==> src/rtl/core/ed3_pkg.sv <==
// Shared types, constants and arithmetic helpers of the 3x3 edge detector.
package ed3_pkg;

   localparam int PIX_W    = 8;
   localparam int CSR_W    = 13;
   localparam int CSR_IDX_W = 2;
   localparam int ROW_W    = 13;
   localparam int SUM_W    = 12;
   localparam int SQ_W     = 17;
   localparam int ROOT_W   = 18;
   localparam int ROOT_STEPS = 9;
   localparam int STEP_W   = 4;
   localparam int MAX_HEIGHT = 4096;

   localparam logic [CSR_IDX_W-1:0] CSR_KERNEL_MODE  = 2'd0;
   localparam logic [CSR_IDX_W-1:0] CSR_FRAME_WIDTH  = 2'd1;
   localparam logic [CSR_IDX_W-1:0] CSR_FRAME_HEIGHT = 2'd2;

   localparam logic [1:0] MODE_PREWITT = 2'd0;
   localparam logic [1:0] MODE_SOBEL   = 2'd1;

   typedef struct packed {
      logic capture;
      logic read;
      logic shift;
      logic calc;
      logic square;
      logic root_step;
      logic load_out;
   } cmd_type;

   typedef struct packed {
      logic root_last;
      logic out_busy;
   } status_type;

   // Absolute value of a kernel sum, clamped to the pixel range.
   function automatic logic [PIX_W-1:0] abs_clamp(input logic signed [SUM_W-1:0] s);
      logic [SUM_W-1:0] a;
      a = s[SUM_W-1] ? SUM_W'(-s) : SUM_W'(s);
      return (a > SUM_W'(255)) ? 8'hFF : a[PIX_W-1:0];
   endfunction

endpackage

==> src/rtl/core/ed3_ctrl.sv <==
// Sequencer that steps one pixel word through the edge detector datapath.
module ed3_ctrl (
   input  logic                clock,
   input  logic                reset,
   input  logic                req_valid,
   output logic                req_ready,
   input  ed3_pkg::status_type status,
   output ed3_pkg::cmd_type    cmd
);

   typedef enum logic [6:0] {
      ST_IDLE  = 7'b0000001,
      ST_READ  = 7'b0000010,
      ST_WIN   = 7'b0000100,
      ST_CALC  = 7'b0001000,
      ST_SQ    = 7'b0010000,
      ST_ROOT  = 7'b0100000,
      ST_DONE  = 7'b1000000
   } state_type;

   state_type state_ff, state_in;

   always_ff @(posedge clock) begin
      if (reset) begin
         state_ff <= ST_IDLE;
      end else begin
         state_ff <= state_in;
      end
   end

   always_comb begin
      state_in = state_ff;
      cmd      = '0;
      unique case (state_ff)
         ST_IDLE: begin
            if (req_valid) begin
               cmd.capture = 1'b1;
               state_in    = ST_READ;
            end
         end
         ST_READ: begin
            cmd.read = 1'b1;
            state_in = ST_WIN;
         end
         ST_WIN: begin
            cmd.shift = 1'b1;
            state_in  = ST_CALC;
         end
         ST_CALC: begin
            cmd.calc = 1'b1;
            state_in = ST_SQ;
         end
         ST_SQ: begin
            cmd.square = 1'b1;
            state_in   = ST_ROOT;
         end
         ST_ROOT: begin
            cmd.root_step = 1'b1;
            if (status.root_last) begin
               state_in = ST_DONE;
            end
         end
         ST_DONE: begin
            if (!status.out_busy) begin
               cmd.load_out = 1'b1;
               state_in     = ST_IDLE;
            end
         end
         default: state_in = ST_IDLE;
      endcase
   end

   assign req_ready = (state_ff == ST_IDLE);

endmodule

==> config.mk <==
export PLATFORM = sky130hd
export DESIGN_NAME = ed3_ctrl
export DESIGN_NICKNAME = d
export VERILOG_FILES = /design/src/rtl/core/ed3_pkg.sv /design/src/rtl/core/ed3_ctrl.sv
export SDC_FILE = /design/constraint.sdc
export NUM_CORES = 1
export LEC_CHECK = 0
export BUFFER_PORTS_ARGS = -buffer_cell sky130_fd_sc_hd__buf_2
export CAP_MARGIN = 5
export CORE_AREA = 2 2 39 41
export CTS_CLUSTER_SIZE = 30
export DETAILED_ROUTE_END_ITERATION = 10
export DIE_AREA = 0 0 41 43
export GPL_ROUTABILITY_DRIVEN = 0
export PLACE_DENSITY = 0.67
export RECOVER_POWER = 100
export SYNTH_ARGS = -nofsm -noshare
export SYNTH_HDL_FRONTEND = slang
export SYNTH_SLANG_ARGS = --single-unit
==> constraint.sdc <==
create_clock -name clock -period 2.1 [get_ports clock]
set_clock_uncertainty 0.1 [all_clocks]
set_input_delay 0 -clock clock [delete_from_list [all_inputs] [get_ports clock]]
set_output_delay 0 -clock clock [all_outputs]
set_load 0.05 [all_outputs]
==> results.md, run 1 <==
- Ranking of synthesized cells by area: dfxtp_1, nor3b_1, nor4b_2, nor4b_1, xor2_1
- Leak: 0.2064 nW
- Asr flop ratio synth: 0
- Fill cells: 155
- Clock-pin transition on the worst setup and hold timing paths: 0.06 ns
- Status: finished, final reports clean
- Syn-to-layout area delta: 23.08%
- Buf/Inv on CP: 1
- Largest regs: state_ff (7)
- Core footprint: 1384 µm²
- Fin util: 0.3906
- H-tree levels: 1
- Worst path arrival time: 1.74 ns
- Critical path class: register to output pin
- Data required time at the worst endpoint: 2.00 ns
- Max_slew headroom: 0.6098
- Min Tclk post-route: 1.837 ns
- Hold Crit Class: input port to register
- CP cell instances: nor3_1 -> and4b_2 -> clkbuf_1
- Die area: 1763 µm²
- # resized after CTS: 0
- I/O pin count: 13
- Post-synth EDFFs: 0
- Grt ovf: 0
- Post-synthesis net count: 53
- Max reg flops: 7
- Die Y: 43 µm
- N_diodes: 0
- Final Cycle Share: 0.8749
- WL final: 1.028 mm
- IO buf count: 12
- Setup crit end kind: output pin
- Iter 0 DRT Violations: 6
- Syn Inst Count: 48
- Worst skew pair latency: 0.26 ns
- CTS sink count: 7
- Worst IR Drop VDD: 0.5111 mV
- Worst Path Max Fanout: 6
- DR vias/cell: 5.313
- CTS tree: yes
- Slowest cell on the critical path: clkbuf_1
- Final setup TNS: 0 ns
- Cell Area, Placed: 525.5 µm²
- Hold WS: 0.05747 ns
- Final setup vio count: 0
- Share of cells above drive strength 1: 0.2813
- Maxcap violations: 0
- Synth unique cells: 28
- DIE WIDTH: 41 µm
- CTS Root Cell: clkbuf_4
- Syn. warnings: 0
- Total power: 0.0006820 W
- Actual slew at the worst max-slew pin: 0.5879 ns
- Yosys reg bits: 7
- CP Launch Type: register
- Initial antenna violation count: 0
- Rows: 14
- CTS Buf Count: 3
- RSZ-0062 raised after global routing: no
- Mapped cell area: 439.2 µm²
- Largest delay share family, worst path: simple AND/OR/NAND/NOR gates
- Average size of a mapped cell: 9.149 µm²
- Slew Viols, Final: 0
- Sequential area share after synthesis: 0.3191
- Yosys top cell by area: dfxtp_1
- Clock Path Buffers: 2
- Layout net count: 70
- Slowest stage delay, CP: 0.47 ns
- Synth Flop Type: dfxtp_1
- Routed Antenna Nets: 0
- Final Instance Area: 540.5 µm²
- DP HPWL: 787.5 µm
- Fmax: 544.3 MHz
- GRT Overall Usage: 0.1414
- Largest Register: state_ff
- PwrDens: 1262 nW/µm²
- First-pass DRT Iterations: 4
- Area share of the largest cell type after synthesis: 0.3191
- DRC errors left: 0
- Vias in the first global route: 341
- Via Count: 425
- First-pass GRT wire length: 1.600 mm
- Largest net degree at the start of global routing: 9
- Final hold vios: 0
- Initial Util: 0.3174
- Avg WL per Cell: 12.85 µm
[layer usage]
metal / global-route usage / share of wire / routed length, µm / vias to the layer above
met2: 0.1906 / 0.46 / 476 / 11
met1: 0.1699 / 0.46 / 471 / 191
met3: 0.04712 / 0.037 / 38 / 5
met4: 0.1200 / 0.041 / 42 / 0
li1: - / - / - / 218
met5: 0 / 0 / 0 / -
[worst register-to-register path: stages, from the launching register on]
cell     delay (ns)
dfxtp_1        0.43
and3b_1        0.20
o211a_1        0.25
or3_1          0.38
nor4b_1        0.34
[timing repair]
action | 4_1_cts | 5_1_grt
endpoints found under the hold margin | 6 | 0
setup buffers | 0 | 0
hold buffers | 1 | 0
[placed cells by master, fill, tap and decap left out, types with 2 or more instances in the layout]
master,n
clkbuf_1,4
xor2_1,2
clkbuf_2,4
nor3b_1,3
buf_2,5
clkbuf_4,3
nor3_1,3
nand2_1,2
o21ai_0,2
nor2_1,4
inv_1,2
dfxtp_1,7
nor4b_1,3
[logic make-up after synthesis]
family | synth area share
DFF | 0.3191
and+or+nand+nor | 0.4644
AOI/OAI and AO/OA | 0.1482
buffers and inverters | 0.02849
xor gates and xnor gates | 0.03989
[area by class of cell]
type | count | area [µm²] | share of cell area
clock buffer | 4 | 26.28 | 0.04861
tap | 16 | 20.02 | 0.03704
sequential | 7 | 140.1 | 0.2593
inverter | 2 | 7.507 | 0.01389
timing repair buffer | 13 | 66.31 | 0.1227
multi-input combinational | 38 | 280.3 | 0.5185
[power breakdown]
group / total (W) / switching [W] / internal [W]
clock: 0.000131 / 0.0000581 / 0.0000730
combinational: 0.000346 / 0.000229 / 0.000117
sequential: 0.000205 / 0.0000469 / 0.000158
[through the flow]
step | instances | worst slack [ns]
after detailed placement | 75 | 0.4087
after global routing | 80 | 0.1571
after global placement | 75 | 0.5157
after CTS | 80 | 0.3546
after floorplan | 48 | 0.04938
final | 80 | 0.2628
[final timing paths]
kind | from | slack [ns] | to | cells past startpoint
max | state_ff[3] | 0.26 | req_ready | 3
min | status[1] | 0.06 | state_ff[6] | 4
max reg2reg | state_ff[0] | 0.27 | state_ff[4] | 4
min reg2reg | state_ff[2] | 0.47 | state_ff[3] | 2
[cells in the mapped netlist, drive strengths merged, types with 2 or more instances]
cell type and number:
dfxtp 7, nor3b 4, nor2 4, xor2 2, nand2 2, nor4b 4, o21ai 2, inv 2
nor3 4
No activity file was read; power rests on OpenSTA's default activity.
==> inputs of run 2 (changes only) <==
Clock period 2.1 ns to 1.9 ns, I/O delays scaled along.
==> results.md, run 2 (synthesis gave the netlist of run 1 again) <==
- Avg WL per Cell: 12.21 µm (-5.0%)
- IO buf count: 12 (unchanged)
- DR vias/cell: 5.238 (-1.4%)
- I/O pin count: 13 (unchanged)
- Worst IR Drop VDD: 0.4934 mV (-3.5%)
- DRC errors left: 0 (unchanged)
- Core footprint: 1384 µm² (unchanged)
- Max_slew headroom: 0.7578 (+0.1480)
- Worst path arrival time: 1.69 ns (-0.05 ns)
- Data required time at the worst endpoint: 1.80 ns (-0.20 ns)
- Largest Register: state_ff
- CTS tree: yes
- WL final: 977 µm (-5.0%)
- Min Tclk post-route: 1.786 ns
- Die Y: 43 µm (unchanged)
- Final Cycle Share: 0.9400
- Clock-pin transition on the worst setup and hold timing paths: 0.05 ns (about the same)
- Vias in the first global route: 401 (+18%)
- Cts hold-fix bufs: 1 (unchanged)
- DIE WIDTH: 41 µm (unchanged)
- Share of cells above drive strength 1: 0.3594 (+0.07813)
- Uppermost layer routed: met4
- Commonest non-fill, non-tap cell in the layout: clkbuf_2
- PwrDens: 1356 nW/µm² (+7.4%)
- Dpl ws: 0.2559 ns (-0.1528 ns)
- Final Instance Area: 554.3 µm² (+2.5%)
- Cell Area, Placed: 535.5 µm² (+1.9%)
- N_diodes: 0 (unchanged)
- # resized after CTS: 0 (unchanged)
- Maxcap violations: 0 (unchanged)
- Final setup vio count: 0 (unchanged)
- Worst Path Max Fanout: 6 (unchanged)
- CTS Buf Count: 3 (unchanged)
- CP Launch Type: register
- Rows: 14 (unchanged)
- DP HPWL: 769.5 µm (-2.3%)
- Max reg flops: 7 (unchanged)
- Wl on met1: 456 µm (-3.2%)
- Total power: 0.0007513 W (+10%)
- RSZ-0062 raised after global routing: no
- Hold WS: 0.06584 ns (+0.008372 ns)
- Setup WS post-layout: 0.1141 ns (-0.1487 ns)
- Setup crit end kind: output pin
- Initial antenna violation count: 0 (unchanged)
- Grt ovf: 0 (unchanged)
- Slew Viols, Final: 0 (unchanged)
- Leak: 0.2177 nW (+5.4%)
- Met3 routed WL: 50 µm (+32%)
- Post-CTS setup buffer count: 0 (unchanged)
- Via Count: 419 (-1.4%)
- Largest regs: state_ff (7)
- Die area: 1763 µm² (unchanged)
- Clock Path Buffers: 2 (unchanged)
- CTS sink count: 7 (unchanged)
- Final hold vios: 0 (unchanged)
- CTS Root Cell: clkbuf_4
- Fmax: 559.9 MHz
- Largest net degree at the start of global routing: 9 (unchanged)
- First-pass DRT Iterations: 2 (-2)
- Critical path class: register to output pin
- First-pass GRT wire length: 1.642 mm (+2.6%)
- Initial Util: 0.3174 (unchanged)
- Actual slew at the worst max-slew pin: 0.3606 ns (-0.2273 ns)
- Hold Crit Class: input port to register
- H-tree levels: 1 (unchanged)
- Routed Antenna Nets: 0 (unchanged)
- Syn-to-layout area delta: 26.21%
- Status: finished, final reports clean
- Iter 0 DRT Violations: 3 (-3)
- Routed wl met2: 448 µm (-5.9%)
- GRT Overall Usage: 0.1344 (-0.007021)
- Most frequent cells in the layout: clkbuf_2, dfxtp_1, nor2_1, buf_2
- Worst skew pair latency: 0.25 ns (about the same)
- Layout net count: 70 (unchanged)
run 2: cell count changes in the layout (fill, tap and decap cells not counted):
cell | before | now
clkbuf_1 | 4 | 1
nor3b_1 | 3 | 1
buf_2 | 5 | 4
nor3b_2 | 1 | 3
clkbuf_2 | 4 | 8
run 2: through the flow:
step,util,std cells,TNS (ns)
after floorplan,-,48,-0.01730
after global placement,0.3870,75,0
after detailed placement,0.3870,75,0
after CTS,0.4132,80,0
after global routing,0.4005,80,0
final,0.4005,80,0
run 2: cell type report:
type,instances,area (µm²)
fillers,145,829.5
multi-input cells,38,290.3
flip-flops and latches,7,140.1
repair buffers,13,70.07
clock buffers,4,26.28
well taps,16,20.02
inverters,2,7.507
run 2: final timing paths:
kind                                   from  cells after the start  slack, ns           to
worst max register to register  state_ff[0]                      4       0.17  state_ff[2]
worst min-delay path              status[1]                      4       0.07  state_ff[6]
worst min register to register  state_ff[4]                      1       0.48  state_ff[4]
worst max-delay path            state_ff[3]                      4       0.11       cmd[6]
run 2: per-layer routing:
layer,GRT usage,vias to the layer above
li1,-,213
met1,0.1667,193
met2,0.1906,11
met3,0.06806,2
met4,0.05333,0
met5,0,-
run 2: report_power, final:
part           internal (W)  total [W]  leakage [nW]  switching, W
combinational      0.000136   0.000388         0.146      0.000252
sequential         0.000175   0.000227        0.0571     0.0000523
clock             0.0000802   0.000136        0.0150     0.0000559
total              0.000391   0.000751         0.218      0.000361
run 2: worst max-delay path, stage by stage, from the launching register on:
cell      delay [ns]
dfxtp_1         0.36
nor3_1          0.36
and4b_2         0.31
and2_1          0.13
clkbuf_2        0.27
==> inputs of run 3 (changes only) <==
Settings changed: ABC_AREA from default to 1, PLACE_DENSITY 0.67 to 0.69, SKIP_CTS_REPAIR_TIMING from default to 1.
==> results.md, run 3 <==
- Status: complete, but fails checks
- Failing checks: negative hold slack
- Routed Antenna Nets: 0 (unchanged)
- Vias in the first global route: 397 (-1.0%)
- Core footprint: 1384 µm² (unchanged)
- CTS sink count: 7 (unchanged)
- Yosys reg bits: 7 (unchanged)
- Largest regs: state_ff (7)
- Reg power frac: 0.269 (-0.033)
- WL final: 925 µm (-5.3%)
- Hold WS: -0.01529 ns (-0.08113 ns)
- Post-synthesis net count: 73 (+38%)
- CTS Root Cell: clkbuf_4
- Post-synth EDFFs: 0 (unchanged)
- Area share of the largest cell type after synthesis: 0.3060 (-0.01308)
- H-tree levels: 1 (unchanged)
- Adder-Cell Fraction of Synth Area: 0 (unchanged)
- DIE WIDTH: 41 µm (unchanged)
- Sequential area share after synthesis: 0.3060 (-0.01308)
- NetSw: 0.0003966 W (+10%)
- Worst Path Max Fanout: 4 (-2)
- Synth cell count leaders: nand2_1, inv_1, nor2_1, dfxtp_1, nor3_1
- IO buf count: 12 (unchanged)
- Syn Inst Count: 68 (+42%)
- Synth Flop Type: dfxtp_1
- Die Y: 43 µm (unchanged)
- Sw frac: 0.5140 (+0.03402)
- PwrDens: 1401 nW/µm² (+3.4%)
- CP Launch Type: register
- Initial Util: 0.3309 (+0.01356)
- Ranking of synthesized cells by area: dfxtp_1, nand2_1, inv_1, nand3_2, nor2_1
- Hold Crit Class: input port to register
- First-pass GRT wire length: 1.566 mm (-4.6%)
- Maxcap violations: 0 (unchanged)
- Compound-Gate Fraction of Synth Area: 0.02186 (-0.1263)
- Worst skew pair latency: 0.25 ns (about the same)
- Worst path arrival time: 1.54 ns (-0.15 ns)
- CTS tree: yes
- Max_slew headroom: 0.6027 (-0.1551)
- I/O pin count: 13 (unchanged)
- Commonest non-fill, non-tap cell in the layout: nand2_1
- First-pass DRT Iterations: 4 (+2)
- Setup crit end kind: output pin
- DR vias/cell: 4.426 (-15%)
- Largest net degree at the start of global routing: 7 (-2)
- Die area: 1763 µm² (unchanged)
- Iter 0 DRT Violations: 14 (+11)
- Max reg flops: 7 (unchanged)
- Via Count: 447 (+6.7%)
- Clock Path Buffers: 2 (unchanged)
- Most common cell in the netlist: nand2_1
- Grt ovf: 0 (unchanged)
- Mapped cell area: 457.9 µm² (+4.3%)
- Worst IR Drop VDD: 1.037 mV (+110%)
- Largest family of logic cells by synthesized area: simple AND/OR/NAND/NOR gates
- Leak: 0.2934 nW (+35%)
- Critical path class: register to output pin
- GRT Overall Usage: 0.1339 (-0.0004656)
- Power share of the clock group: 0.174 (-0.007)
- Final setup vio count: 0 (unchanged)
- Syn-to-layout area delta: 20.22%
- Share of cells above drive strength 1: 0.2588 (-0.1006)
- Largest Register: state_ff
- Final Cycle Share: 0.8644 (-0.07552)
- CTS Buf Count: 3 (unchanged)
- Initial antenna violation count: 0 (unchanged)
- Most frequent cells in the layout: nand2_1, inv_1, nor2_1, dfxtp_1
- DRC errors left: 0 (unchanged)
- Min Tclk post-route: 1.642 ns (-0.1435 ns)
- Final hold vios: 1 (+1)
- DP HPWL: 743.1 µm (-3.4%)
- Slew Viols, Final: 0 (unchanged)
- Syn. warnings: 0 (unchanged)
- Combinational share of power: 0.557 (+0.040)
- Yosys top cell by area: dfxtp_1
- Rows: 14 (unchanged)
- Cell Area, Placed: 538.0 µm² (+0.47%)
- Final Instance Area: 550.5 µm² (-0.68%)
- Fmax: 608.8 MHz (+8.7%)
- Simple-gate share of the synthesized area: 0.5492 (+0.08479)
- Internal Pwr Total: 0.0003750 W (-4.0%)
- Synth unique cells: 15 (-46%)
- Clock-pin transition on the worst setup and hold timing paths: 0.05 ns (about the same)
- Asr flop ratio synth: 0 (unchanged)
- Synth Area in XOR/XNOR: 0 (-0.03989)
- Average size of a mapped cell: 6.734 µm² (-26%)
- Data required time at the worst endpoint: 1.80 ns (about the same)
- Avg WL per Cell: 9.158 µm (-25%)
- Post-synthesis mux area share: 0 (unchanged)
- Final setup TNS: 0 ns (unchanged)
- Actual slew at the worst max-slew pin: 0.5985 ns (+0.2380 ns)
- Layout net count: 91 (+30%)
- RSZ-0062 raised after global routing: no
- N_diodes: 0 (unchanged)
-- run 3: area by class of cell --
type | instances | area (µm²)
inverter | 15 | 56.30
fill | 154 | 833.3
clock buffer | 4 | 26.28
multi-input combinational | 46 | 244.0
timing repair buffer | 13 | 63.81
tap | 16 | 20.02
sequential | 7 | 140.1
-- run 3: critical path, cell delays in order, from the launching register on --
cell	delay (ns)
dfxtp_1	0.34
nor2_4	0.16
nand2_4	0.09
nor2_1	0.21
clkbuf_1	0.50
-- run 3: worst paths after layout --
| check | start | endpoint | slack [ns] | depth (start not counted) |
|---|---|---|---|---|
| min | status[1] | state_ff[5] | -0.02 | 4 |
| max | state_ff[0] | cmd[2] | 0.26 | 4 |
| min reg2reg | state_ff[1] | state_ff[3] | 0.53 | 3 |
| max reg2reg | state_ff[4] | state_ff[0] | 0.47 | 8 |
-- run 3: metal layers --
layer / vias to the layer above / GRT usage / part of all wire
met3: 2 / 0.03665 / 0.063
met1: 188 / 0.1656 / 0.45
met4: 0 / 0.1000 / 0.014
met2: 15 / 0.1875 / 0.47
li1: 242 / - / -
met5: - / 0 / 0
-- run 3: power groups by stage --
stage	Clock, W	Sequential (W)	Combinational, W
3_5_place_dp	0	0.000211	0.000447
6_report	0.000135	0.000207	0.000430
4_1_cts	0.000139	0.000207	0.000449
3_3_place_gp	0	0.000209	0.000441
5_1_grt	0.000147	0.000210	0.000466
2_1_floorplan	0	0.000207	0.000376
-- run 3: kinds of logic after synthesis --
logic type,after synthesis
and+or+nand+nor,44
buffers and inverters,15
DFF,7
AOI/OAI and AO/OA,2
-- run 3: through the flow --
stage / total power (W) / setup WS, ns / utilization / cells
after floorplan: 0.0005825 / 0.1848 / - / 68
after global placement: 0.0006505 / 0.6826 / 0.3888 / 96
after detailed placement: 0.0006577 / 0.6596 / 0.3888 / 96
after CTS: 0.0007956 / 0.4271 / 0.4078 / 100
after global routing: 0.0008234 / 0.1675 / 0.3978 / 101
final: 0.0007715 / 0.2575 / 0.3978 / 101
